<file path="src/hw/rtl/trimmed_mean_current_sensor_core_macros.svh">
// Assertion macros for the trimmed mean current sensor core.
// Each macro expects clk and rst_n in the scope where it is used.
`ifndef TRIMMED_MEAN_CURRENT_SENSOR_CORE_MACROS_SVH
`define TRIMMED_MEAN_CURRENT_SENSOR_CORE_MACROS_SVH

// same-cycle implication
`define TMCS_ASSERT_IMPL(label, ante, cons) \
    label: assert property (@(posedge clk) disable iff (!rst_n) (ante) |-> (cons)) \
        else $error("tmcs assertion failed");

// next-cycle implication
`define TMCS_ASSERT_NEXT(label, ante, cons) \
    label: assert property (@(posedge clk) disable iff (!rst_n) (ante) |=> (cons)) \
        else $error("tmcs assertion failed");

`endif

</file>
<file path="src/hw/rtl/tmcs_pkg.sv">
// Constants and widths for the trimmed mean current sensor core.
// No dependencies.
package tmcs_pkg;

    localparam int WINDOW   = 16;
    localparam int IDX_W    = (WINDOW > 1) ? $clog2(WINDOW) : 1;
    localparam int LEVEL_W  = 10;
    localparam int MA_W     = 17;

    localparam int LO_RAW   = (WINDOW * 15) / 100;
    localparam int LO       = (LO_RAW < 1) ? 1 : LO_RAW;
    localparam int HI_RAW   = (WINDOW * 85) / 100 + 1;
    localparam int HI       = (HI_RAW > WINDOW - 1) ? WINDOW - 1 : HI_RAW;
    localparam int N_KEEP   = HI - LO;

    localparam int ADC_SPAN = 1023;
    localparam int MA_SCALE = 125000;

    localparam int SUM_W    = $clog2(WINDOW * ADC_SPAN + 1);

    // mean: sum / N_KEEP == (sum * ceil(2^s / N_KEEP)) >> s for any SUM_W-bit sum
    localparam int     KEEP_LOG   = $clog2(N_KEEP);
    localparam int     MEAN_SHIFT = SUM_W + KEEP_LOG;
    localparam longint MEAN_MUL   = ((longint'(1) << MEAN_SHIFT) + longint'(N_KEEP) - 1)
                                    / longint'(N_KEEP);

    // current: diff * MA_SCALE / ADC_SPAN folded into one constant; 2^s > ADC_SPAN^2 keeps
    // the rounding error below one step of diff * MA_SCALE / ADC_SPAN
    localparam int     MA_SHIFT   = 2 * LEVEL_W + 1;
    localparam longint MA_MUL     = ((longint'(MA_SCALE) << MA_SHIFT) + longint'(ADC_SPAN) - 1)
                                    / longint'(ADC_SPAN);

    localparam int MUL_B_W  = ($clog2(MA_MUL + 1) > $clog2(MEAN_MUL + 1)) ?
                              $clog2(MA_MUL + 1) : $clog2(MEAN_MUL + 1);
    localparam int MUL_P_W  = SUM_W + MUL_B_W;

    localparam logic [LEVEL_W-1:0] ZERO_LEVEL_RST = LEVEL_W'(511);

endpackage

</file>
<file path="src/hw/rtl/trimmed_mean_current_sensor_core.sv">
// Trimmed mean current sensor core: ring window, streaming sorted list, shared multiplier.
// Depends on tmcs_pkg and trimmed_mean_current_sensor_core_macros.svh.
// From accept to m_tvalid: WINDOW merge steps, one mean step and one current step on the
// shared multiplier, one output load, which waits while the previous result awaits m_tready.
// One item at a time: s_tready is low from accept until the result is loaded, and longer while the
// previous item waits for m_tready. The input rate is bounded by the one-element-per-cycle merge pass.
// Reset: window and sorted list read as zeros, zero_level is 511, no result pending.
`include "trimmed_mean_current_sensor_core_macros.svh"

module trimmed_mean_current_sensor_core
(
    input  logic                          clk,
    input  logic                          rst_n,
    input  logic                          s_tvalid,
    output logic                          s_tready,
    input  logic [15:0]                   s_tdata,   // [9:0] sample
    output logic                          m_tvalid,
    input  logic                          m_tready,
    output logic [31:0]                   m_tdata,   // [9:0] filtered_level, [26:10] current_milliamp
    input  logic                          cfg_valid,
    output logic                          cfg_ready,
    input  logic [tmcs_pkg::LEVEL_W-1:0]  cfg_data   // zero_level
);
    import tmcs_pkg::*;

    localparam logic [2:0] ST_IDLE = 3'd0;
    localparam logic [2:0] ST_SORT = 3'd1;
    localparam logic [2:0] ST_MEAN = 3'd2;
    localparam logic [2:0] ST_MUL  = 3'd3;
    localparam logic [2:0] ST_DONE = 3'd4;

    localparam logic [IDX_W-1:0] LAST_IDX = IDX_W'(WINDOW - 1);
    localparam logic [IDX_W-1:0] LO_IDX   = IDX_W'(LO);
    localparam logic [IDX_W-1:0] HI_IDX   = IDX_W'(HI);

    logic [2:0]             state_reg;
    logic [LEVEL_W-1:0]     zero_reg;

    logic [LEVEL_W-1:0]     win_mem [WINDOW];
    logic [WINDOW-1:0]      win_valid_reg;
    logic [IDX_W-1:0]       wp_reg;
    logic [IDX_W-1:0]       wp_next;

    logic [LEVEL_W-1:0]     ring_reg [WINDOW];
    logic [LEVEL_W-1:0]     old_reg;
    logic [LEVEL_W-1:0]     buf_reg;
    logic                   rem_pending_reg;
    logic                   skip_reg;
    logic [IDX_W-1:0]       t_reg;
    logic [SUM_W-1:0]       sum_reg;

    logic [LEVEL_W-1:0]     level_reg;
    logic [MA_W-1:0]        ma_reg;
    logic                   out_valid_reg;
    logic [LEVEL_W-1:0]     out_level_reg;
    logic [MA_W-1:0]        out_ma_reg;

    logic                   in_accept;
    logic                   deliver;
    logic                   hit;
    logic                   skip_eff;
    logic                   last_t;
    logic                   a_valid;
    logic [LEVEL_W-1:0]     a_val;
    logic                   a_lt;
    logic [LEVEL_W-1:0]     push_val;
    logic [LEVEL_W-1:0]     buf_next;
    logic                   in_trim;

    logic [LEVEL_W-1:0]     diff;
    logic [SUM_W-1:0]       mul_a;
    logic [MUL_B_W-1:0]     mul_b;
    logic [MUL_P_W-1:0]     mul_p;

    assign in_accept = s_tvalid && s_tready;
    assign s_tready  = (state_reg == ST_IDLE);
    assign cfg_ready = 1'b1;
    assign m_tvalid  = out_valid_reg;
    assign m_tdata   = {(32 - LEVEL_W - MA_W)'(0), out_ma_reg, out_level_reg};
    assign wp_next   = (wp_reg == LAST_IDX) ? '0 : wp_reg + 1'b1;
    assign deliver   = (state_reg == ST_DONE) && (!out_valid_reg || m_tready);

    // Merge pass: drop one copy of the evicted sample, insert the new one.
    // After the drop the next element is taken one tap further down the line.
    always_comb
    begin
        hit      = rem_pending_reg && (ring_reg[0] == old_reg);
        skip_eff = skip_reg || hit;
        last_t   = (t_reg == LAST_IDX);
        a_val    = skip_eff ? ring_reg[1] : ring_reg[0];
        a_valid  = !(skip_eff && last_t);
        a_lt     = a_valid && (a_val < buf_reg);
        push_val = a_lt ? a_val : buf_reg;
        buf_next = (a_valid && !a_lt) ? a_val : buf_reg;
        in_trim  = (t_reg >= LO_IDX) && (t_reg < HI_IDX);
    end

    // shared reciprocal multiplier: mean of the kept samples, then the mA value
    always_comb
    begin
        diff  = (level_reg >= zero_reg) ? level_reg - zero_reg : zero_reg - level_reg;
        mul_a = (state_reg == ST_MUL) ? SUM_W'(diff) : sum_reg;
        mul_b = (state_reg == ST_MUL) ? MUL_B_W'(MA_MUL) : MUL_B_W'(MEAN_MUL);
        mul_p = MUL_P_W'(mul_a) * MUL_P_W'(mul_b);
    end

    // window memory: read of the evicted slot and write of the new sample
    always_ff @(posedge clk)
    begin
        if (in_accept)
        begin
            win_mem[wp_next] <= s_tdata[LEVEL_W-1:0];
            old_reg          <= win_valid_reg[wp_next] ? win_mem[wp_next] : '0;
        end
    end

    always_ff @(posedge clk or negedge rst_n)
    begin
        if (!rst_n)
        begin
            zero_reg <= ZERO_LEVEL_RST;
        end
        else if (cfg_valid && cfg_ready)
        begin
            zero_reg <= cfg_data;
        end
    end

    always_ff @(posedge clk or negedge rst_n)
    begin
        if (!rst_n)
        begin
            state_reg       <= ST_IDLE;
            win_valid_reg   <= '0;
            wp_reg          <= '0;
            buf_reg         <= '0;
            rem_pending_reg <= 1'b0;
            skip_reg        <= 1'b0;
            t_reg           <= '0;
            sum_reg         <= '0;
            level_reg       <= '0;
            ma_reg          <= '0;
            out_valid_reg   <= 1'b0;
            out_level_reg   <= '0;
            out_ma_reg      <= '0;
            for (int i = 0; i < WINDOW; i++)
            begin
                ring_reg[i] <= '0;
            end
        end
        else
        begin
            if (deliver)
            begin
                out_valid_reg <= 1'b1;
                out_level_reg <= level_reg;
                out_ma_reg    <= ma_reg;
            end
            else if (out_valid_reg && m_tready)
            begin
                out_valid_reg <= 1'b0;
            end

            unique case (state_reg)
                ST_IDLE:
                begin
                    if (in_accept)
                    begin
                        wp_reg                 <= wp_next;
                        win_valid_reg[wp_next] <= 1'b1;
                        buf_reg                <= s_tdata[LEVEL_W-1:0];
                        rem_pending_reg        <= 1'b1;
                        skip_reg               <= 1'b0;
                        t_reg                  <= '0;
                        sum_reg                <= '0;
                        state_reg              <= ST_SORT;
                    end
                end

                ST_SORT:
                begin
                    for (int i = 0; i < WINDOW - 1; i++)
                    begin
                        ring_reg[i] <= ring_reg[i+1];
                    end
                    ring_reg[WINDOW-1] <= push_val;
                    buf_reg            <= buf_next;
                    if (hit)
                    begin
                        rem_pending_reg <= 1'b0;
                        skip_reg        <= 1'b1;
                    end
                    if (in_trim)
                    begin
                        sum_reg <= sum_reg + SUM_W'(push_val);
                    end
                    t_reg <= t_reg + 1'b1;
                    if (last_t)
                    begin
                        state_reg <= ST_MEAN;
                    end
                end

                ST_MEAN:
                begin
                    level_reg <= LEVEL_W'(mul_p >> MEAN_SHIFT);
                    state_reg <= ST_MUL;
                end

                ST_MUL:
                begin
                    ma_reg    <= MA_W'(mul_p >> MA_SHIFT);
                    state_reg <= ST_DONE;
                end

                ST_DONE:
                begin
                    if (deliver)
                    begin
                        state_reg <= ST_IDLE;
                    end
                end

                default:
                begin
                    state_reg <= ST_IDLE;
                end
            endcase
        end
    end

    `TMCS_ASSERT_NEXT(a_accept_starts_sort, in_accept, state_reg == ST_SORT)
    `TMCS_ASSERT_IMPL(a_evicted_removed, (state_reg == ST_SORT) && last_t, !rem_pending_reg || hit)
    `TMCS_ASSERT_NEXT(a_done_delivers, deliver, out_valid_reg && (state_reg == ST_IDLE))
    `TMCS_ASSERT_NEXT(a_out_hold, m_tvalid && !m_tready, m_tvalid && $stable(m_tdata))

endmodule

</file>
<file path="config.mk">
export PLATFORM = sky130hd
export DESIGN_NAME = trimmed_mean_current_sensor_core
export DESIGN_NICKNAME = d
export VERILOG_FILES = /design/src/hw/rtl/tmcs_pkg.sv /design/src/hw/rtl/trimmed_mean_current_sensor_core.sv
export VERILOG_INCLUDE_DIRS = /design/src /design/src/hw/rtl
export SDC_FILE = /design/constraint.sdc
export NUM_CORES = 1
export LEC_CHECK = 0
export ABC_AREA = 1
export BUFFER_PORTS_ARGS = -buffer_cell sky130_fd_sc_hd__buf_2
export CAP_MARGIN = 20
export CORE_ASPECT_RATIO = 1.2
export CORE_MARGIN = 8
export CORE_UTILIZATION = 55
export CTS_BUF_LIST = sky130_fd_sc_hd__clkbuf_16
export DETAILED_ROUTE_END_ITERATION = 16
export GPL_ROUTABILITY_DRIVEN = 1
export GPL_TIMING_DRIVEN = 0
export PLACE_DENSITY_LB_ADDON = 0.12
export SLEW_MARGIN = 25
export SYNTH_ARGS = -nofsm -noshare
export SYNTH_HDL_FRONTEND = slang
export SYNTH_SLANG_ARGS = --single-unit
export TNS_END_PERCENT = 100
</file>
<file path="constraint.sdc">
create_clock -name clk -period 6 [get_ports clk]
set_input_delay 1.2 -clock clk [delete_from_list [all_inputs] [get_ports clk]]
set_output_delay 1.2 -clock clk [all_outputs]
set_load 0.02 [all_outputs]
</file>
### Yosys cells after proc, flatten, opt, wreduce, memory -nomap -nowiden

Memory sizes are Yosys's and may differ from the RTL's. A register that Yosys moved wholly into a read port is not among the register bits.
Cells that the tools add are included.

| cells by class | value |
|---|---|
| reduce and logical (&&, ||, !) cells | 24 |
| equal/unequal tests | 13 |
| divide/modulo/power cells | 0 |
| multipliers | 1 |
| multiplexer cells | 32 |
| bitwise logic cells | 1 |
| $lt $le $gt $ge | 6 |
| shift-type cells | 0 |
| $add $sub $neg | 5 |

Operator list:

| cell | count |
|---|---|
| 2-to-1 mux 10 bit | 5 |
| 2-to-1 mux 14 bit | 3 |
| multiplier 14 x 28 -> 38 bit | 1 |
| 2-to-1 mux 28 bit | 1 |
| one-hot mux 14 bit (2 select lines) | 1 |
| one-hot mux 10 bit (2 select lines) | 1 |
| subtractor 10 bit | 2 |
| bitwise OR 16 bit | 1 |
| one-hot mux 3 bit (5 select lines) | 1 |
| adder 14 x 10 -> 14 bit | 1 |
| AND reduction 3 bit | 4 |
| == test 10 bit | 1 |
| >= comparator 10 bit | 1 |
| less-than comparator 10 bit | 1 |
| 2-to-1 mux 1 bit | 10 |
| inequality test 2 bit, second input constant | 5 |
| logical AND 1 bit | 9 |
| 2-to-1 mux 3 bit | 3 |
| adder 4 x 1 -> 4 bit, second input constant | 2 |
| == test 4 bit, second input constant | 2 |
| 2-to-1 mux 4 bit | 2 |
| one-hot mux 4 bit (2 select lines) | 1 |
| == test 3 x 2 -> 1 bit, second input constant | 2 |
| less-than comparator 4 x 5 -> 1 bit, second input constant | 1 |
| 14 further kinds | 21 |

| storage, ports and cells | value |
|---|---|
| ROM bits | 0 |
| input port bits | 31 |
| bits in registers | 278 |
| RAM bits | 160 |
| logic and storage cells | 113 |
| bits in latches | 0 |
| output and inout bits | 35 |
| memories | 1 |

Memories:

| memory | depth | width | rd ports | clocked after Yosys merged registers in | write ports | line | RTL |
|---|---|---|---|---|---|---|---|
| win_mem | 16 | 10 | 1 | 1 | 1 | trimmed_mean_current_sensor_core.sv:39 | `logic [LEVEL_W-1:0] win_mem [WINDOW];` |

### Longest topological paths before layout

| logic depth | value |
|---|---|
| word-level depth | 10 |
| depth in mapped cells | 39 |
| gate-level depth less buffers | 37 |

### Worst setup path before layout

OpenSTA, ideal clock, no wires.

| timing | value |
|---|---|
| kind | register to register |
| start | reg zero_reg[7] |
| end | reg ma_reg[16] |
| data arrival time | 6.239 ns |
| buffers on the path | 1 |
| path slack | -0.369 ns |
| library setup time | 0.130 ns |
| cell stages (with the launch flop) | 30 |
| required time | 5.870 ns |
| period minus slack after synthesis | 6.369 ns |
| cell sequence | dfstp_2 -> inv_1 -> ha_1 -> a21o_1 -> a221oi_2 -> nand4_4 -> buf_6 -> nand2_1 -> o211ai_2 -> nand3_1 -> nand2_1 -> nor2_1 -> fa_1 -> ha_1 -> inv_1 -> fa_1 -> fa_1 -> fa_1 -> inv_1 -> ha_1 -> ha_1 -> a21oi_1 -> o21a_1 -> inv_1 -> a21oi_1 -> o211a_1 -> nand3_1 -> or2_2 -> nand3_1 -> o21ai_0 |

| between the ends | value |
|---|---|
| longest elaborated chain between the ends | 4 |
| elaborated cells between the ends (all ways) | 6 |
| those cells by class | add/sub: 2; mul: 1; order compare: 1; mux: 2 |

RTL lines:

| what | line | RTL |
|---|---|---|
| start, declared | trimmed_mean_current_sensor_core.sv:37 | `logic [LEVEL_W-1:0] zero_reg;` |
| start signal, assigned | trimmed_mean_current_sensor_core.sv:125 | `zero_reg <= cfg_data;` |
| subtractor 10 bit or >= comparator 10 bit (tied branches) | trimmed_mean_current_sensor_core.sv:101 | `diff = (level_reg >= zero_reg) ? level_reg - zero_reg : zero_reg - level_reg;` |
| 2-to-1 mux 10 bit (*) | trimmed_mean_current_sensor_core.sv:101 |  |
| 2-to-1 mux 14 bit (*) | trimmed_mean_current_sensor_core.sv:102 | `mul_a = (state_reg == ST_MUL) ? SUM_W'(diff) : sum_reg;` |
| multiplier 14 x 28 -> 38 bit (*) | trimmed_mean_current_sensor_core.sv:104 | `mul_p = MUL_P_W'(mul_a) * MUL_P_W'(mul_b);` |
| end signal, assigned | trimmed_mean_current_sensor_core.sv:212 | `ma_reg <= MA_W'(mul_p >> MA_SHIFT);` |
| end, declared | trimmed_mean_current_sensor_core.sv:53 | `logic [MA_W-1:0] ma_reg;` |

Mark *: on every way between the ends. The rest lies on a longest branch, timed or not.
A chain may end at the register's enable or synchronous reset.

### Final worst setup path

Same ends and word-level chain as after synthesis.

==> impl_metrics.py <==
metrics = {
    "status": {
        "status": "complete, but fails checks",
        "violations": "setup timing",
    },
    "floorplanning": {
        "rows": 89,
        "initial_core_util_pct": 55.3,
        "num_io_pins": 66,
        "die_h_um": 259,
        "die_w_um": 218,
        "core_um2": 48900,
        "dieArea_um2": 56600,
    },
    "cells_and_area": {
        "drive_gt1_share_pct": 21.9,
        "synthToLayoutAreaGrowth_pct": 21.8,
        "multi_input_area_um2": 15300,
        "insertedDiodeCount": 0,
        "nNetsFinal": 3537,
        "final_cell_mix": "685 x nand2_1, 332 x inv_1, 268 x dfrtp_1, 196 x o21ai_0, 170 x edfxtp_1",
        "fill_cells": 3728,
        "seq_area_um2": 12100,
        "final_common_cell": "nand2_1",
    },
    "global_route": {
        "grt_pass1_wl_um": 115000,
        "gr-total-overflow": 0,
        "grt_max_degree": 88,
        "grt_pass1_vias": 21700,
        "grtUsageTotal_pct": 25.9,
        "antenna_found_initial": 1,
    },
    "critical_path": {
        "r2r_cells": 30,
        "worstPathRequired_ns": 6.43,
        "cp-end-kind": "register",
        "cp_slowest_cell": "fa_1",
        "critPathKind": "reg -> reg",
        "slowest_delay_ns": 0.55,
        "r2r_start": "zero_reg[7]",
        "crit_start": "zero_reg[7]",
        "cp-start-kind": "register",
        "crit_arrival_ns": 7.18,
        "critPathMaxFanout": 7,
    },
    "clocking": {
        "clk_path_buf_depth": 3,
        "cts_buffers": 45,
        "cts_tree": "done",
        "ctsHoldBuffers": 0,
        "clkLatencyLatePin_ns": 0.60,
        "cts_root_buf": "clkbuf_16",
        "cts_num_sinks": 448,
        "cts.reportedPaths.clkPinSlew_ns": 0.06,
        "h-tree-depth": 2,
    },
    "placed_design": {
        "place_ws_ns": -1.13,
        "port_buffers": 52,
        "gp_congestion": 0.973,
        "hpwl_um": 54700,
    },
    "timing": {
        "relSlewSlack_pct": 27.2,
        "fin_crit_sh_pct": 112,
        "final_max_slew_viol_count": 0,
        "skew_ns": 0.0252,
        "finalHoldViolCount": 0,
        "setup_viol": 27,
        "worstMarginPinSlew_ns": 1.09,
        "min_period_ns": 6.75,
        "max_freq_ghz": 0.148,
        "rsz0062_at_grt": "yes",
        "layout_setup_ws_ns": -0.748,
    },
    "routing": {
        "drt_iter0_drc": 1506,
        "firstDrtPassIters": 5,
        "antenna_left": 0,
        "wl_per_cell_um": 19.6,
        "viasPerCell": 5.49,
        "via_count": 21000,
        "drc": 0,
        "wl_um": 75000,
    },
    "yosys": {
        "yosys.area.top_type": "dfrtp_1",
        "synth_cell_type_count": 60,
        "async_reset_ff_share_pct": 62.1,
        "synth_edf_count": 170,
        "synth_area_um2": 27000,
        "avgSynthCellArea_um2": 9.27,
        "ys_top_cells_by_area": "dfrtp_1 25%, edfxtp_1 19%, nand2_1 10%",
        "synth-seq-cells": 448,
        "yosysTopAreaCellShare_pct": 24.9,
        "ys_seq_area_share_pct": 44.6,
        "postSynthCellCount": 2917,
        "ys.warnings.count": 0,
        "synth_flop_cell": "dfrtp_1",
    },
    "job": {
        "drv_cap": 0,
    },
    "hold_path": {
        "min_path_cells": 1,
        "worstHoldStart": "win_valid_reg[11]",
        "worstHoldPathType": "reg -> reg",
    },
}
critical path: cells and delay by family (launching register included):
family / cells / cell delay, ns
adders and majority gates: 8 / 3.01
AOI/OAI and AO/OA: 8 / 1.26
and+or+nand+nor: 8 / 1.23
buffers and inverters: 6 / 0.56
DFF: 1 / 0.54
logic make-up after synthesis:
group	synth area share [%]
DFF	44.6
adders and majority gates	20.0
buffers and inverters	7.24
AOI/OAI and AO/OA	9.83
other	0.0278
and+or+nand+nor	16.8
xor gates and xnor gates	1.17
muxes	0.250
metal layers:
metal	GRT usage, %	part of all wire, %	up-vias
met4	16.4	6.9	2
li1	-	-	9894
met1	28.5	37	10300
met2	46.6	52	602
met5	0	0.047	-
met3	3.50	3.9	228
repair_timing:
action                                  in CTS  in global routing
endpoints found under the setup margin      27                 27
cloned                                       1                  0
pin swaps                                  106                134
buffers inserted                            75                 37
gates resized for setup                    279                176
cell usage after synthesis, types with 22 or more instances:
master,number
ha_1,211
nand4_1,22
clkbuf_1,72
inv_1,360
buf_2,22
o22ai_1,44
nand2_1,746
nor2_1,204
edfxtp_1,170
o21ai_0,234
xor2_1,22
a21oi_1,105
nand3_1,69
dfrtp_1,269
fa_1,139
final timing paths:
kind	slack (ns)	end
worst max-delay path	-0.75	ma_reg[16]
worst min-delay path	0.46	win_valid_reg[11]
worst max register to register	-0.75	ma_reg[16]
worst min register to register	0.46	win_valid_reg[11]
max in group asynchronous	4.37	buf_reg[8]
min in group asynchronous	0.48	ma_reg[14]
cell type report:
cell class / instances / share of cell area [%]
multi-input combinational: 2005 / 46.5
sequential: 448 / 36.7
inverter: 378 / 4.44
timing repair buffer: 166 / 3.97
clock buffer: 47 / 3.57
tap: 637 / 2.42
buffer: 112 / 1.58
clock inverter: 36 / 0.821
through the flow:
stage	area (um^2)	instances	hold slack (ns)	setup TNS [ns]	util [%]
after global placement	28600	3635	0.442	-364.91	58.6
after detailed placement	28700	3638	0.444	-25.87	58.8
after global routing	32900	3829	0.470	-19.91	67.4
after floorplan	27600	2946	0.427	-0.00609	-
after CTS	32000	3796	0.461	-12.94	65.4
final	32900	3829	0.461	-14.66	67.4
Power is left out: the tool's default activity adds up to more than one toggle a clock period on the data nets, which glitch-free logic cannot reach.
